<file path="src/design/cpfe_pkg.sv">
`timescale 1ns / 1ps
// cpfe_pkg: shared widths, register indexes, command/status structs and the
// timebase scale table of the crossing period frequency estimator. No dependencies.
package cpfe_pkg;

  localparam int SampleW  = 8;
  localparam int PosW     = 10;  // stream and window positions
  localparam int CountW   = 4;
  localparam int PeriodW  = 9;   // period field as delivered
  localparam int FreqW    = 42;
  localparam int FracW    = 16;
  localparam int ScaleW   = 26;
  localparam int TbW      = 4;
  localparam int DivW     = FreqW;  // divider dividend / quotient width
  localparam int DivisorW = PosW;   // divider divisor width
  localparam int CfgAddrW = 2;
  localparam int CfgDataW = 8;
  localparam int TdataOW  = 56;   // 55 payload bits padded to whole bytes

  localparam logic [PosW-1:0]     PosMax      = '1;
  localparam logic [TbW-1:0]      TbPassThru  = 4'd15;
  localparam logic [CountW-1:0]   MinCount    = 4'd3;
  localparam logic [SampleW-1:0]  TriggerRst  = 8'd128;

  localparam logic [CfgAddrW-1:0] RegTriggerLevel  = 2'd0;
  localparam logic [CfgAddrW-1:0] RegTimebaseIndex = 2'd1;

  typedef struct packed {
    logic in_ready;   // sample transfers allowed
    logic div_start;  // one-cycle start of the shared divider
    logic div_freq;   // 0: period division, 1: frequency division
    logic load_out;   // move the finished result into the output register
  } cpfe_cmd_t;

  typedef struct packed {
    logic frame_end;    // sample with tlast transferred this cycle
    logic job_valid;    // latched frame has at least three crossings
    logic passthrough;  // timebase index selects the period itself
    logic div_done;     // divider quotient ready
    logic out_full;     // output register still holds a result
  } cpfe_status_t;

  function automatic logic [ScaleW-1:0] cpfe_scale(input logic [TbW-1:0] idx);
    logic [ScaleW-1:0] s;
    case (idx)
      4'd0:    s = 26'd1250;
      4'd1:    s = 26'd2500;
      4'd2:    s = 26'd5000;
      4'd3:    s = 26'd12500;
      4'd4:    s = 26'd25000;
      4'd5:    s = 26'd50000;
      4'd6:    s = 26'd125000;
      4'd7:    s = 26'd250000;
      4'd8:    s = 26'd500000;
      4'd9:    s = 26'd1250000;
      4'd10:   s = 26'd2500000;
      4'd11:   s = 26'd5000000;
      4'd12:   s = 26'd12500000;
      4'd13:   s = 26'd25000000;
      default: s = 26'd50000000;
    endcase
    return s;
  endfunction

endpackage

</file>
<file path="src/design/cpfe_div.sv">
`timescale 1ns / 1ps
// cpfe_div: radix-2 restoring divider, one quotient bit per cycle.
// Depends on cpfe_pkg for the operand widths.
module cpfe_div
  import cpfe_pkg::*;
(
  input  logic                clk_i,
  input  logic                rst_ni,
  input  logic                start_i,
  input  logic [DivW-1:0]     dividend_i,
  input  logic [DivisorW-1:0] divisor_i,
  output logic [DivW-1:0]     quotient_o,
  output logic                done_o
);

  localparam int CntW = $clog2(DivW);
  localparam logic [CntW-1:0] LastStep = CntW'(DivW - 1);

  logic                busy_q, done_q;
  logic [CntW-1:0]     step_q;
  logic [DivW-1:0]     quo_q, quo_d;
  logic [DivisorW-1:0] rem_q, rem_d, dsr_q;
  logic [DivisorW:0]   trial;
  logic                fits;

  // divisor of zero gives all ones, like a saturated result
  always_comb begin
    trial = {rem_q, quo_q[DivW-1]};
    fits  = trial >= {1'b0, dsr_q};
    rem_d = fits ? DivisorW'(trial - {1'b0, dsr_q}) : trial[DivisorW-1:0];
    quo_d = {quo_q[DivW-2:0], fits};
  end

  always_ff @(posedge clk_i or negedge rst_ni) begin
    if (!rst_ni) begin
      busy_q <= 1'b0;
      done_q <= 1'b0;
      step_q <= '0;
    end else begin
      done_q <= 1'b0;
      if (start_i) begin
        busy_q <= 1'b1;
        step_q <= '0;
      end else if (busy_q) begin
        step_q <= step_q + 1'b1;
        if (step_q == LastStep) begin
          busy_q <= 1'b0;
          done_q <= 1'b1;
        end
      end
    end
  end

  always_ff @(posedge clk_i) begin
    if (start_i) begin
      quo_q <= dividend_i;
      rem_q <= '0;
      dsr_q <= divisor_i;
    end else if (busy_q) begin
      quo_q <= quo_d;
      rem_q <= rem_d;
    end
  end

  assign quotient_o = quo_q;
  assign done_o     = done_q;

endmodule

</file>
<file path="src/design/cpfe_datapath.sv">
`timescale 1ns / 1ps
// cpfe_datapath: crossing detection, frame job latch, divider operands and output register.
// Depends on cpfe_pkg and cpfe_div.
module cpfe_datapath
  import cpfe_pkg::*;
#(
  parameter int WINDOW_LENGTH = 500,
  parameter int SKIP_SAMPLES  = 5,
  parameter int MAX_CROSSINGS = 10
) (
  input  logic                clk_i,
  input  logic                rst_ni,
  input  logic                cfg_we_i,
  input  logic [CfgAddrW-1:0] cfg_addr_i,
  input  logic [CfgDataW-1:0] cfg_wdata_i,
  input  logic                s_axis_tvalid,
  input  logic [SampleW-1:0]  s_axis_tdata,
  input  logic                s_axis_tlast,
  input  logic                m_axis_tready,
  output logic                m_axis_tvalid,
  output logic [TdataOW-1:0]  m_axis_tdata,
  output logic                m_axis_tuser,
  input  cpfe_cmd_t           cmd_i,
  output cpfe_status_t        status_o
);

  localparam logic [PosW:0]     WinLo  = (PosW+1)'(SKIP_SAMPLES + 1);
  localparam logic [PosW:0]     WinHi  = (PosW+1)'(SKIP_SAMPLES + 1 + WINDOW_LENGTH);
  localparam logic [PosW-1:0]   PosOfs = PosW'(SKIP_SAMPLES + 1);
  localparam logic [CountW-1:0] MaxCnt = CountW'(MAX_CROSSINGS);

  logic [SampleW-1:0] trig_q;
  logic [TbW-1:0]     tb_q;

  logic [SampleW-1:0] prev_q;
  logic [PosW-1:0]    pos_q, second_q, latest_q, second_d, latest_d, win_pos;
  logic [CountW-1:0]  cnt_q, cnt_d;
  logic               take, in_win, hit;

  logic [CountW-1:0]  job_cnt_q;
  logic [PosW-1:0]    job_dist_q, period_q;
  logic [FreqW-1:0]   freq_q;

  logic [DivW-1:0]     div_dividend, div_quo;
  logic [DivisorW-1:0] div_divisor;
  logic                div_done;

  logic                job_valid;
  logic [FreqW-1:0]    out_freq;
  logic [PeriodW-1:0]  out_period;
  logic                out_valid_q;

  // configuration registers
  always_ff @(posedge clk_i or negedge rst_ni) begin
    if (!rst_ni) begin
      trig_q <= TriggerRst;
      tb_q   <= '0;
    end else if (cfg_we_i) begin
      case (cfg_addr_i)
        RegTriggerLevel:  trig_q <= cfg_wdata_i;
        RegTimebaseIndex: tb_q   <= cfg_wdata_i[TbW-1:0];
        default: ;
      endcase
    end
  end

  // rising crossing detection; the tlast sample takes part too
  always_comb begin
    take     = s_axis_tvalid && cmd_i.in_ready;
    in_win   = ({1'b0, pos_q} >= WinLo) && ({1'b0, pos_q} < WinHi);
    hit      = in_win && (s_axis_tdata >= trig_q) && (prev_q < trig_q) && (cnt_q < MaxCnt);
    win_pos  = pos_q - PosOfs;
    cnt_d    = cnt_q + CountW'(hit);
    second_d = (hit && cnt_q == CountW'(1)) ? win_pos : second_q;
    latest_d = hit ? win_pos : latest_q;
  end

  always_ff @(posedge clk_i or negedge rst_ni) begin
    if (!rst_ni) begin
      prev_q   <= '0;
      pos_q    <= '0;
      cnt_q    <= '0;
      second_q <= '0;
      latest_q <= '0;
    end else if (take) begin
      if (s_axis_tlast) begin
        prev_q   <= '0;
        pos_q    <= '0;
        cnt_q    <= '0;
        second_q <= '0;
        latest_q <= '0;
      end else begin
        prev_q   <= s_axis_tdata;
        pos_q    <= (pos_q == PosMax) ? pos_q : pos_q + 1'b1;
        cnt_q    <= cnt_d;
        second_q <= second_d;
        latest_q <= latest_d;
      end
    end
  end

  // frame summary handed to the division phase
  always_ff @(posedge clk_i) begin
    if (take && s_axis_tlast) begin
      job_cnt_q  <= cnt_d;
      job_dist_q <= latest_d - second_d;
    end
  end

  assign job_valid = job_cnt_q >= MinCount;

  always_comb begin
    if (cmd_i.div_freq) begin
      div_dividend = {cpfe_scale(tb_q), {FracW{1'b0}}};
      div_divisor  = period_q;
    end else begin
      div_dividend = DivW'(job_dist_q);
      div_divisor  = DivisorW'(job_cnt_q - CountW'(2));
    end
  end

  cpfe_div u_div (
    .clk_i      (clk_i),
    .rst_ni     (rst_ni),
    .start_i    (cmd_i.div_start),
    .dividend_i (div_dividend),
    .divisor_i  (div_divisor),
    .quotient_o (div_quo),
    .done_o     (div_done)
  );

  always_ff @(posedge clk_i) begin
    if (div_done && !cmd_i.div_freq) period_q <= div_quo[PosW-1:0];
    if (div_done &&  cmd_i.div_freq) freq_q   <= div_quo;
  end

  always_comb begin
    out_freq   = '0;
    out_period = '0;
    if (job_valid) begin
      out_period = period_q[PeriodW-1:0];
      out_freq   = (tb_q == TbPassThru) ? {{(FreqW-PosW-FracW){1'b0}}, period_q, {FracW{1'b0}}}
                                         : freq_q;
    end
  end

  always_ff @(posedge clk_i or negedge rst_ni) begin
    if (!rst_ni) begin
      out_valid_q <= 1'b0;
    end else if (cmd_i.load_out) begin
      out_valid_q <= 1'b1;
    end else if (m_axis_tready) begin
      out_valid_q <= 1'b0;
    end
  end

  always_ff @(posedge clk_i) begin
    if (cmd_i.load_out) begin
      m_axis_tdata <= {1'b0, job_cnt_q, out_period, out_freq};
      m_axis_tuser <= job_valid;
    end
  end

  assign m_axis_tvalid = out_valid_q;

  assign status_o = '{
    frame_end:   take && s_axis_tlast,
    job_valid:   job_valid,
    passthrough: tb_q == TbPassThru,
    div_done:    div_done,
    out_full:    out_valid_q
  };

endmodule

</file>
<file path="src/design/cpfe_ctrl.sv">
`timescale 1ns / 1ps
// cpfe_ctrl: frame sequencer, collect samples, run period and frequency divisions,
// hand the result to the output register. Depends on cpfe_pkg.
module cpfe_ctrl
  import cpfe_pkg::*;
(
  input  logic         clk_i,
  input  logic         rst_ni,
  input  cpfe_status_t status_i,
  output cpfe_cmd_t    cmd_o
);

  typedef enum logic [2:0] {
    Collect,
    Check,
    WaitPeriod,
    WaitFreq,
    Finish
  } state_e;

  state_e state_q;
  logic   in_ready_q, div_start_q, div_freq_q, load_out_q;

  always_ff @(posedge clk_i or negedge rst_ni) begin
    if (!rst_ni) begin
      state_q     <= Collect;
      in_ready_q  <= 1'b1;
      div_start_q <= 1'b0;
      div_freq_q  <= 1'b0;
      load_out_q  <= 1'b0;
    end else begin
      div_start_q <= 1'b0;
      load_out_q  <= 1'b0;
      case (state_q)
        Collect: begin
          if (status_i.frame_end) begin
            in_ready_q <= 1'b0;
            state_q    <= Check;
          end
        end
        Check: begin
          if (status_i.job_valid) begin
            div_start_q <= 1'b1;
            div_freq_q  <= 1'b0;
            state_q     <= WaitPeriod;
          end else begin
            state_q <= Finish;
          end
        end
        WaitPeriod: begin
          if (status_i.div_done) begin
            if (status_i.passthrough) begin
              state_q <= Finish;
            end else begin
              div_start_q <= 1'b1;
              div_freq_q  <= 1'b1;
              state_q     <= WaitFreq;
            end
          end
        end
        WaitFreq: begin
          if (status_i.div_done) state_q <= Finish;
        end
        Finish: begin
          // wait for the previous result to leave the output register
          if (!status_i.out_full) begin
            load_out_q <= 1'b1;
            in_ready_q <= 1'b1;
            state_q    <= Collect;
          end
        end
        default: state_q <= Collect;
      endcase
    end
  end

  assign cmd_o = '{
    in_ready:  in_ready_q,
    div_start: div_start_q,
    div_freq:  div_freq_q,
    load_out:  load_out_q
  };

endmodule

</file>
<file path="src/design/crossing_period_frequency_estimator.sv">
`timescale 1ns / 1ps
// Crossing period frequency estimator, top level. Depends on cpfe_pkg, cpfe_ctrl, cpfe_datapath.
// Throughput: one sample per cycle within a frame; after the tlast transfer input stalls
// while the shared radix-2 divider runs for the period and then the frequency; with
// timebase index 15 there is no frequency division, with fewer than three crossings no
// division at all. Input reopens in the cycle before the result turns valid.
// Reset (async, low): frame state cleared, trigger level 128, timebase index 0, no output.
module crossing_period_frequency_estimator
  import cpfe_pkg::*;
#(
  parameter int WINDOW_LENGTH = 500,
  parameter int SKIP_SAMPLES  = 5,
  parameter int MAX_CROSSINGS = 10
) (
  input  logic                clk_i,
  input  logic                rst_ni,
  input  logic                cfg_we_i,
  input  logic [CfgAddrW-1:0] cfg_addr_i,
  input  logic [CfgDataW-1:0] cfg_wdata_i,
  input  logic                s_axis_tvalid,
  output logic                s_axis_tready,
  input  logic [SampleW-1:0]  s_axis_tdata,   // [7:0] sample
  input  logic                s_axis_tlast,   // last_sample
  output logic                m_axis_tvalid,
  input  logic                m_axis_tready,
  output logic [TdataOW-1:0]  m_axis_tdata,   // [41:0] frequency, [50:42] period_samples,
                                              // [54:51] crossing_count, [55] zero
  output logic                m_axis_tuser    // [0] valid_res
);

  cpfe_cmd_t    cmd;
  cpfe_status_t status;

  cpfe_ctrl u_ctrl (
    .clk_i    (clk_i),
    .rst_ni   (rst_ni),
    .status_i (status),
    .cmd_o    (cmd)
  );

  cpfe_datapath #(
    .WINDOW_LENGTH (WINDOW_LENGTH),
    .SKIP_SAMPLES  (SKIP_SAMPLES),
    .MAX_CROSSINGS (MAX_CROSSINGS)
  ) u_datapath (
    .clk_i         (clk_i),
    .rst_ni        (rst_ni),
    .cfg_we_i      (cfg_we_i),
    .cfg_addr_i    (cfg_addr_i),
    .cfg_wdata_i   (cfg_wdata_i),
    .s_axis_tvalid (s_axis_tvalid),
    .s_axis_tdata  (s_axis_tdata),
    .s_axis_tlast  (s_axis_tlast),
    .m_axis_tready (m_axis_tready),
    .m_axis_tvalid (m_axis_tvalid),
    .m_axis_tdata  (m_axis_tdata),
    .m_axis_tuser  (m_axis_tuser),
    .cmd_i         (cmd),
    .status_o      (status)
  );

  assign s_axis_tready = cmd.in_ready;

  // an invalid result carries zero frequency and period
  a_invalid_zero : assert property (@(posedge clk_i) disable iff (!rst_ni)
    m_axis_tvalid && !m_axis_tuser |-> m_axis_tdata[50:0] == '0)
    else $error("invalid result with nonzero frequency or period");

  // valid flag agrees with the reported crossing count
  a_valid_count : assert property (@(posedge clk_i) disable iff (!rst_ni)
    m_axis_tvalid |-> (m_axis_tdata[54:51] >= MinCount) == m_axis_tuser)
    else $error("valid_res disagrees with crossing count");

  a_count_cap : assert property (@(posedge clk_i) disable iff (!rst_ni)
    m_axis_tvalid |-> m_axis_tdata[54:51] <= CountW'(MAX_CROSSINGS))
    else $error("crossing count above cap");

  // no sample is taken while a division is being started
  a_no_take_div : assert property (@(posedge clk_i) disable iff (!rst_ni)
    cmd.div_start |-> !s_axis_tready)
    else $error("input ready during division");

endmodule

</file>
<file path="config.mk">
export PLATFORM = sky130hd
export DESIGN_NAME = crossing_period_frequency_estimator
export DESIGN_NICKNAME = d
export VERILOG_FILES = /design/src/design/cpfe_pkg.sv /design/src/design/cpfe_div.sv /design/src/design/cpfe_datapath.sv /design/src/design/cpfe_ctrl.sv /design/src/design/crossing_period_frequency_estimator.sv
export SDC_FILE = /design/constraint.sdc
export NUM_CORES = 1
export LEC_CHECK = 0
export BUFFER_PORTS_ARGS = -buffer_cell sky130_fd_sc_hd__buf_2
export CORE_AREA = 2 2 203 205
export DETAILED_ROUTE_END_ITERATION = 8
export DIE_AREA = 0 0 205 207
export PLACE_DENSITY = 0.56
export SYNTH_ARGS = -nofsm -noshare
export SYNTH_HDL_FRONTEND = slang
export SYNTH_SLANG_ARGS = --single-unit
</file>
<file path="constraint.sdc">
create_clock -name clk_i -period 8.65 [get_ports clk_i]
set_clock_uncertainty 0.15 [all_clocks]
set_input_delay 0.4325 -clock clk_i [delete_from_list [all_inputs] [get_ports clk_i]]
set_output_delay 0.4325 -clock clk_i [all_outputs]
set_load 0.005 [all_outputs]
</file>
==> results of run 1 <==
[layer usage]
metal  share of wire, %  wire, um  global-route usage, %  vias up
met3                4.0       994                   1.65       27
li1                   -         -                      -     3917
met2                 46     11600                   18.8      147
met5                  0         0                      0        -
met4                1.6       410                   2.23        0
met1                 48     12100                   17.1     3788
[kinds of logic (layout without fill, tap and decap cells)]
group	after synthesis	count (layout)	share of synthesized area [%]
buffers and inverters	129	226	4.36
AND/OR/NAND/NOR	330	330	13.6
flip-flops	254	254	60.0
multiplexers	33	33	2.93
XOR/XNOR	31	31	2.27
AO/OA/AOI/OAI	225	225	11.6
other	1	1	0.0313
adder cells (fa/ha/maj)	49	49	5.25
[placed cells by master (no fill, tap or decap), types with 26 or more instances in the layout]
master | Yosys | layout
a21oi_1 | 47 | 47
dfrtp_1 | 68 | 66
ha_1 | 47 | 47
nor2_1 | 69 | 69
clkbuf_16 | 0 | 28
and3_1 | 37 | 37
edfxtp_1 | 174 | 174
inv_1 | 74 | 74
nand2_1 | 120 | 120
o21ai_0 | 91 | 91
mux2i_1 | 26 | 26
buf_2 | 5 | 81
[state kept, by name, summed over array words and instances, names as in the netlist, 3 cells and up]
name and flops:
u_datapath.pos_q 10, u_datapath.period_q 10, u_datapath.u_div.rem_q 10, u_ctrl.state_q 3, u_datapath.trig_q 8, u_datapath.m_axis_tdata 55
u_datapath.second_q 10, u_datapath.job_dist_q 10, u_datapath.cnt_q 4, u_datapath.u_div.dsr_q 10, u_datapath.job_cnt_q 4, u_datapath.u_div.quotient_o 42
u_datapath.latest_q 10, u_datapath.prev_q 8, u_datapath.tb_q 4, u_datapath.freq_q 42, u_datapath.u_div.step_q 6
[how the worst min path moves through the flow]
stage / to / slack [ns] / cells after the start
after floorplan: u_ctrl.div_freq_q / -0.01 / 0
after global placement: u_datapath.freq_q[11] / 0.28 / 0
after detailed placement: u_datapath.freq_q[12] / 0.29 / 0
after CTS: u_datapath.trig_q[2] / 0.0002 / 2
after global routing: u_datapath.trig_q[0] / 0.009 / 2
final: u_datapath.prev_q[5] / -0.05 / 2
[cell type report]
type / instances / area, um^2 / share of cell area (%)
inverters: 75 / 282 / 2.03
clock buffers: 36 / 731 / 5.27
clock inverters: 13 / 139 / 1.00
flip-flops and latches: 254 / 7180 / 51.8
well taps: 532 / 666 / 4.80
multi-input cells: 669 / 4280 / 30.9
repair buffers: 102 / 586 / 4.22
[cells in the mapped netlist, types with 11 or more instances]
library cell    n  area, um^2
mux2i_1        26         260
nand2b_1       18         113
xor2_1         15         131
a21o_1         16         120
xnor2_1        16         140
and3_1         37         231
nor2b_1        18         113
nand3_1        12        60.1
o21ai_0        91         455
nand2_1       120         450
edfxtp_1      174        5230
inv_1          74         278
and2_1         11        68.8
dfrtp_1        68        1700
clkbuf_1       39         146
ha_1           47         588
nor2_1         69         259
a21oi_1        47         235
o22ai_1        12        75.1
[where the power goes]
group	internal [mW]	leakage, nW	total, mW	switching [mW]
sequential	1.54	2.69	1.67	0.134
combinational	0.300	2.52	0.680	0.380
clock	0.656	0.416	1.12	0.466
[worst reg2reg max path, stage by stage, from the launching register on]
cell and delay (ns):
dfstp_2 0.51, inv_1 0.07, ha_1 0.32, nand4_1 0.13
o31ai_1 0.62, nand4_2 0.71, o21ai_0 0.40, ha_1 0.19
inv_1 0.06, fa_1 0.40, a21o_1 0.20, a21oi_1 0.21
o21bai_1 0.10, a21oi_1 0.21, o21ai_0 0.14, xor2_1 0.15
[metrics by stage]
| stage | instances | cell area, um^2 | util [%] | hold slack [ns] |
|---|---|---|---|---|
| finish | 1681 | 13900 | 34.3 | -0.0456 |
| global placement | 1623 | 12900 | 32.0 | 0.282 |
| CTS | 1680 | 13900 | 34.3 | 0.000225 |
| floorplan | 1052 | 12000 | - | -0.0131 |
| global route | 1681 | 13900 | 34.3 | 0.00927 |
| detailed placement | 1623 | 12900 | 32.0 | 0.286 |
[timing repair]
item                                   in CTS  in global routing
resized for setup                           0                  0
setup buffers                               0                  0
endpoints found under the hold margin       9                  1
hold buffers                                8                  1
==> results.toml, run 1 <==
[cts]
clkTransAtPathRegs_ns = 0.06
clk_latency_ns = 0.54
cts_tree = "yes"
cts_sinks = 254
root_buffer = "clkbuf_16"
numCtsBuffers = 28
h-tree-depth = 1
clockBufferDepth = 3

[synthesis]
yosysSeqAreaShare_pct = 60.0
synthesis.nets = 1125
ys_ff_latch = 254
syn_area_um2 = 12000
synth-main-ff-cell = "edfxtp_1"
syn_avg_cell_area_um2 = 11.4
synth_edf_count = 174
netlist_instances = 1052
yosys_warnings = 0
synth_cell_types = 73
async_reset_ff_share_pct = 27.6

[worst_hold_path]
hold_path_class = "input port to asynchronous set/reset pin"

[critical_path]
path_cells = "inv_1 -> ha_1 -> nand4_1 -> o31ai_1 -> nand4_2 -> o21ai_0 -> ha_1 -> inv_1 -> fa_1 -> a21o_1 -> a21oi_1 -> o21bai_1 -> a21oi_1 -> o21ai_0 -> xor2_1"
cp_num_buf_inv = 2
ff2ff_setup_slack_ns = 3.85
reg2reg_depth = 15
cp.arrival_ns = 4.94
reg2reg_from = "u_datapath.trig_q[7]"
cp_num_cells = 15
max_stage_delay_ns = 0.71
endpoint = "u_datapath.job_dist_q[8]"
critPathMaxFanout = 23
cp_top_family = "compound AO/OA/AOI/OAI gates"
end_kind = "register"
worstSetupPathType = "register to register"
crit_start = "u_datapath.trig_q[7]"
cp.required_ns = 8.79
slowest_stage = "nand4_2"
start_kind = "register"
worstReg2RegEnd = "u_datapath.job_dist_q[8]"

[cells_and_area]
syn2layout_area_growth_pct = 15.8
antenna_cells = 0
final_nets = 1203
nFillCells = 4069
layout-drive-gt1-share_pct = 13.4

[routing]
dr.pass1.iters = 5
postRouteAntennaNets = 0
dr.first_iter.drc_count = 454
post-route-drc-count = 0
viasPerCell = 4.69
routed_wl_um = 25100
wl_per_cell_um = 14.9
vias = 7879

[timing]
setup_slack_ns = 3.85
worstMarginPinSlew_ns = 1.06
slew_headroom_pct = 29.0
fmaxAchievable_ghz = 0.208
hold_slack_ns = -0.0456
fin_crit_ns = 4.80
setup_tns_ns = 0
hold_viol = 35
drv_slew = 0
setup_viol = 0
period_share_pct = 55.5
grt_setup_unrepaired = "no"

[floorplan]
die_area_um2 = 42400
ios = 83
fp-row-count = 74
core_area_um2 = 40400
die_h_um = 207
start_util_pct = 29.7
chipWidth_um = 205

[power]
total_power_mw = 3.47
powerDensity_nw_per_um2 = 250
peakVddDrop_mv = 0.143
p_leak_nw = 5.62

[global_route]
overflow = 0
antenna_found_initial = 0
grt_pass1_vias = 7619
grt_max_degree = 79
grt_pass1_wl_um = 41000
track_usage_pct = 11.8

[status]
outcome = "finished, violations left"
violations = "negative hold slack"

[place]
io_buffers = 81
pre_cts_slack_ns = 3.86
place_hpwl_um = 17000
gp_congestion = 0.760

[run]
drv_cap = 0
(Power assumes the default switching activity.)
==> run 2: changes to the inputs <==
clock period = 4.5 ns   (was 8.65 ns; I/O delays follow)
==> run 2 against run 1 <==
Effect of this change:
- the flow now finishes without violations
- largest cell class unchanged
- global-route usage rose by 0.16 points
- register-to-register slack got worse by 3.5 ns
- routed wire length rose by 2.0%
- largest power group unchanged
- power rose by 95%
- sequential share of layout area fell by 1.1 points
- sequential cell count did not move
- via count rose by 0.11%
==> results.toml, run 2 (same netlist as run 1, synthesis figures left out) <==
[status]
outcome = "completed"

[global_route]
track_usage_pct = 12.0
grt_pass1_wl_um = 41700
antenna_found_initial = 0
grt_pass1_vias = 7748
overflow = 0
grt_max_degree = 54

[routing]
dr.pass1.iters = 4
post-route-drc-count = 0
routed_wl_um = 25600
wl_per_cell_um = 14.9
vias = 7888
viasPerCell = 4.60
dr.first_iter.drc_count = 383
postRouteAntennaNets = 0

[worst_hold_path]
min_from = "cfg_we_i"
min_to = "u_datapath.tb_q[3]"
hold_path_class = "input port to register"
min_path_cells = 3

[cts]
clockBufferDepth = 3
cts_setup_buffers = 0
root_buffer = "clkbuf_16"
h-tree-depth = 1
clkTransAtPathRegs_ns = 0.06
numCtsBuffers = 28
clk_latency_ns = 0.56
cts_sinks = 254
cts_tree = "yes"

[critical_path]
reg2reg_depth = 18
path_cells = "ha_1 -> nand2b_1 -> a2111oi_1 -> o31ai_1 -> buf_4 -> nand3_1 -> buf_4 -> nor2_1 -> a21oi_1 -> ha_1 -> inv_1 -> fa_1 -> a21o_1 -> a21oi_1 -> o21bai_1 -> a21oi_1 -> o21ai_0 -> xor2_1"
end_kind = "register"
cp.arrival_ns = 4.31
ff2ff_setup_slack_ns = 0.33
cp.required_ns = 4.64
critPathMaxFanout = 17
max_stage_delay_ns = 0.50
cpMostUsedCell = "a21oi_1"
slowest_stage = "a2111oi_1"
reg2reg_from = "u_datapath.trig_q[0]"
worstReg2RegEnd = "u_datapath.job_dist_q[8]"
worstSetupPathType = "register to register"
start_kind = "register"

[timing]
grt_setup_unrepaired = "no"
setup_tns_ns = 0
drv_slew = 0
fin_crit_ns = 4.17
hold_viol = 0
slew_headroom_pct = 23.6
setup_viol = 0
worstMarginPinSlew_ns = 1.14
hold_slack_ns = 0.0233
fmaxAchievable_ghz = 0.240
period_share_pct = 92.8

[floorplan]
core_area_um2 = 40400
die_area_um2 = 42400
ios = 83
fp-row-count = 74
start_util_pct = 29.7
chipWidth_um = 205
die_h_um = 207

[run]
drv_cap = 0

[cells_and_area]
layout.area.seq_um2 = 7180
syn2layout_area_growth_pct = 18.3
nFillCells = 3987
largest_register_ff_count = 55
regMostFlops = "u_datapath.m_axis_tdata"
final_common_cell = "edfxtp_1"
layout_common_cells = "edfxtp_1, nand2_1, o21ai_0"
final_nets = 1232
multiInputGateArea_um2 = 4280
antenna_cells = 0
layout-drive-gt1-share_pct = 14.0

[power]
powerDensity_nw_per_um2 = 477
peakVddDrop_mv = 0.216
p_leak_nw = 5.76
total_power_mw = 6.76

[place]
io_buffers = 81
gp_congestion = 0.793
place_hpwl_um = 17300
-- run 2: changes by cell type in the layout (fill, tap and decap cells not counted), moves of 3 or more --
| cell | change |
|---|---|
| buf_4 | +6 |
| clkinv_1 | -3 |
| clkinv_2 | +5 |
| dlygate4sd3_1 | +23 |
-- run 2: timing repair --
action,4_1_cts,5_1_grt
hold endpoints to repair,60,0
setup endpoints to repair,0,1
hold buffers,32,0
gates resized for setup,0,1
-- run 2: report_power, final --
part | internal [mW] | switching (mW) | total [mW]
registers | 2.95 | 0.248 | 3.20
logic | 0.605 | 0.745 | 1.35
clock network | 1.28 | 0.923 | 2.21
-- run 2: worst max-delay path, delay by kind of cell (launching register included) --
family / cells / cell delay, ns
AO/OA/AOI/OAI: 8 / 1.64
adder cells (fa/ha/maj): 3 / 0.82
buffers and inverters: 3 / 0.45
flip-flops: 1 / 0.39
AND/OR/NAND/NOR: 3 / 0.32
XOR/XNOR: 1 / 0.15
-- run 2: routing by layer --
metal / GRT usage, % / share of wire (%) / vias up
met2: 19.1 / 46 / 142
met3: 1.89 / 3.7 / 28
met5: 0 / 0 / -
met4: 2.58 / 1.5 / 0
li1: - / - / 3972
met1: 17.1 / 49 / 3746
-- run 2: per-stage QoR --
step | area [um^2] | util (%) | instances | setup WS [ns]
floorplan | 12000 | - | 1052 | 0.533
global placement | 12900 | 32.1 | 1629 | 0.384
detailed placement | 12900 | 32.1 | 1629 | 0.320
CTS | 14200 | 35.1 | 1713 | 0.300
global route | 14200 | 35.1 | 1713 | 0.0413
finish | 14200 | 35.1 | 1713 | 0.326
-- run 2: layout make-up --
| class | instances | area share (%) |
|---|---|---|
| inverters | 75 | 1.99 |
| clock inverters | 14 | 1.02 |
| well taps | 532 | 4.70 |
| repair buffers | 131 | 6.08 |
| multi-input cells | 669 | 30.2 |
| clock buffers | 38 | 5.28 |
| flip-flops and latches | 254 | 50.7 |
-- run 2: worst max path at each step --
stage                          from                  endpoint  slack [ns]
2_1_floorplan  u_datapath.trig_q[7]  u_datapath.job_dist_q[8]        0.53
3_3_place_gp   u_datapath.trig_q[0]  u_datapath.job_dist_q[8]        0.38
3_5_place_dp   u_datapath.trig_q[0]  u_datapath.job_dist_q[8]        0.32
4_1_cts        u_datapath.trig_q[0]  u_datapath.job_dist_q[8]        0.30
5_1_grt        u_datapath.trig_q[0]  u_datapath.job_dist_q[8]        0.04
6_report       u_datapath.trig_q[0]  u_datapath.job_dist_q[8]        0.33
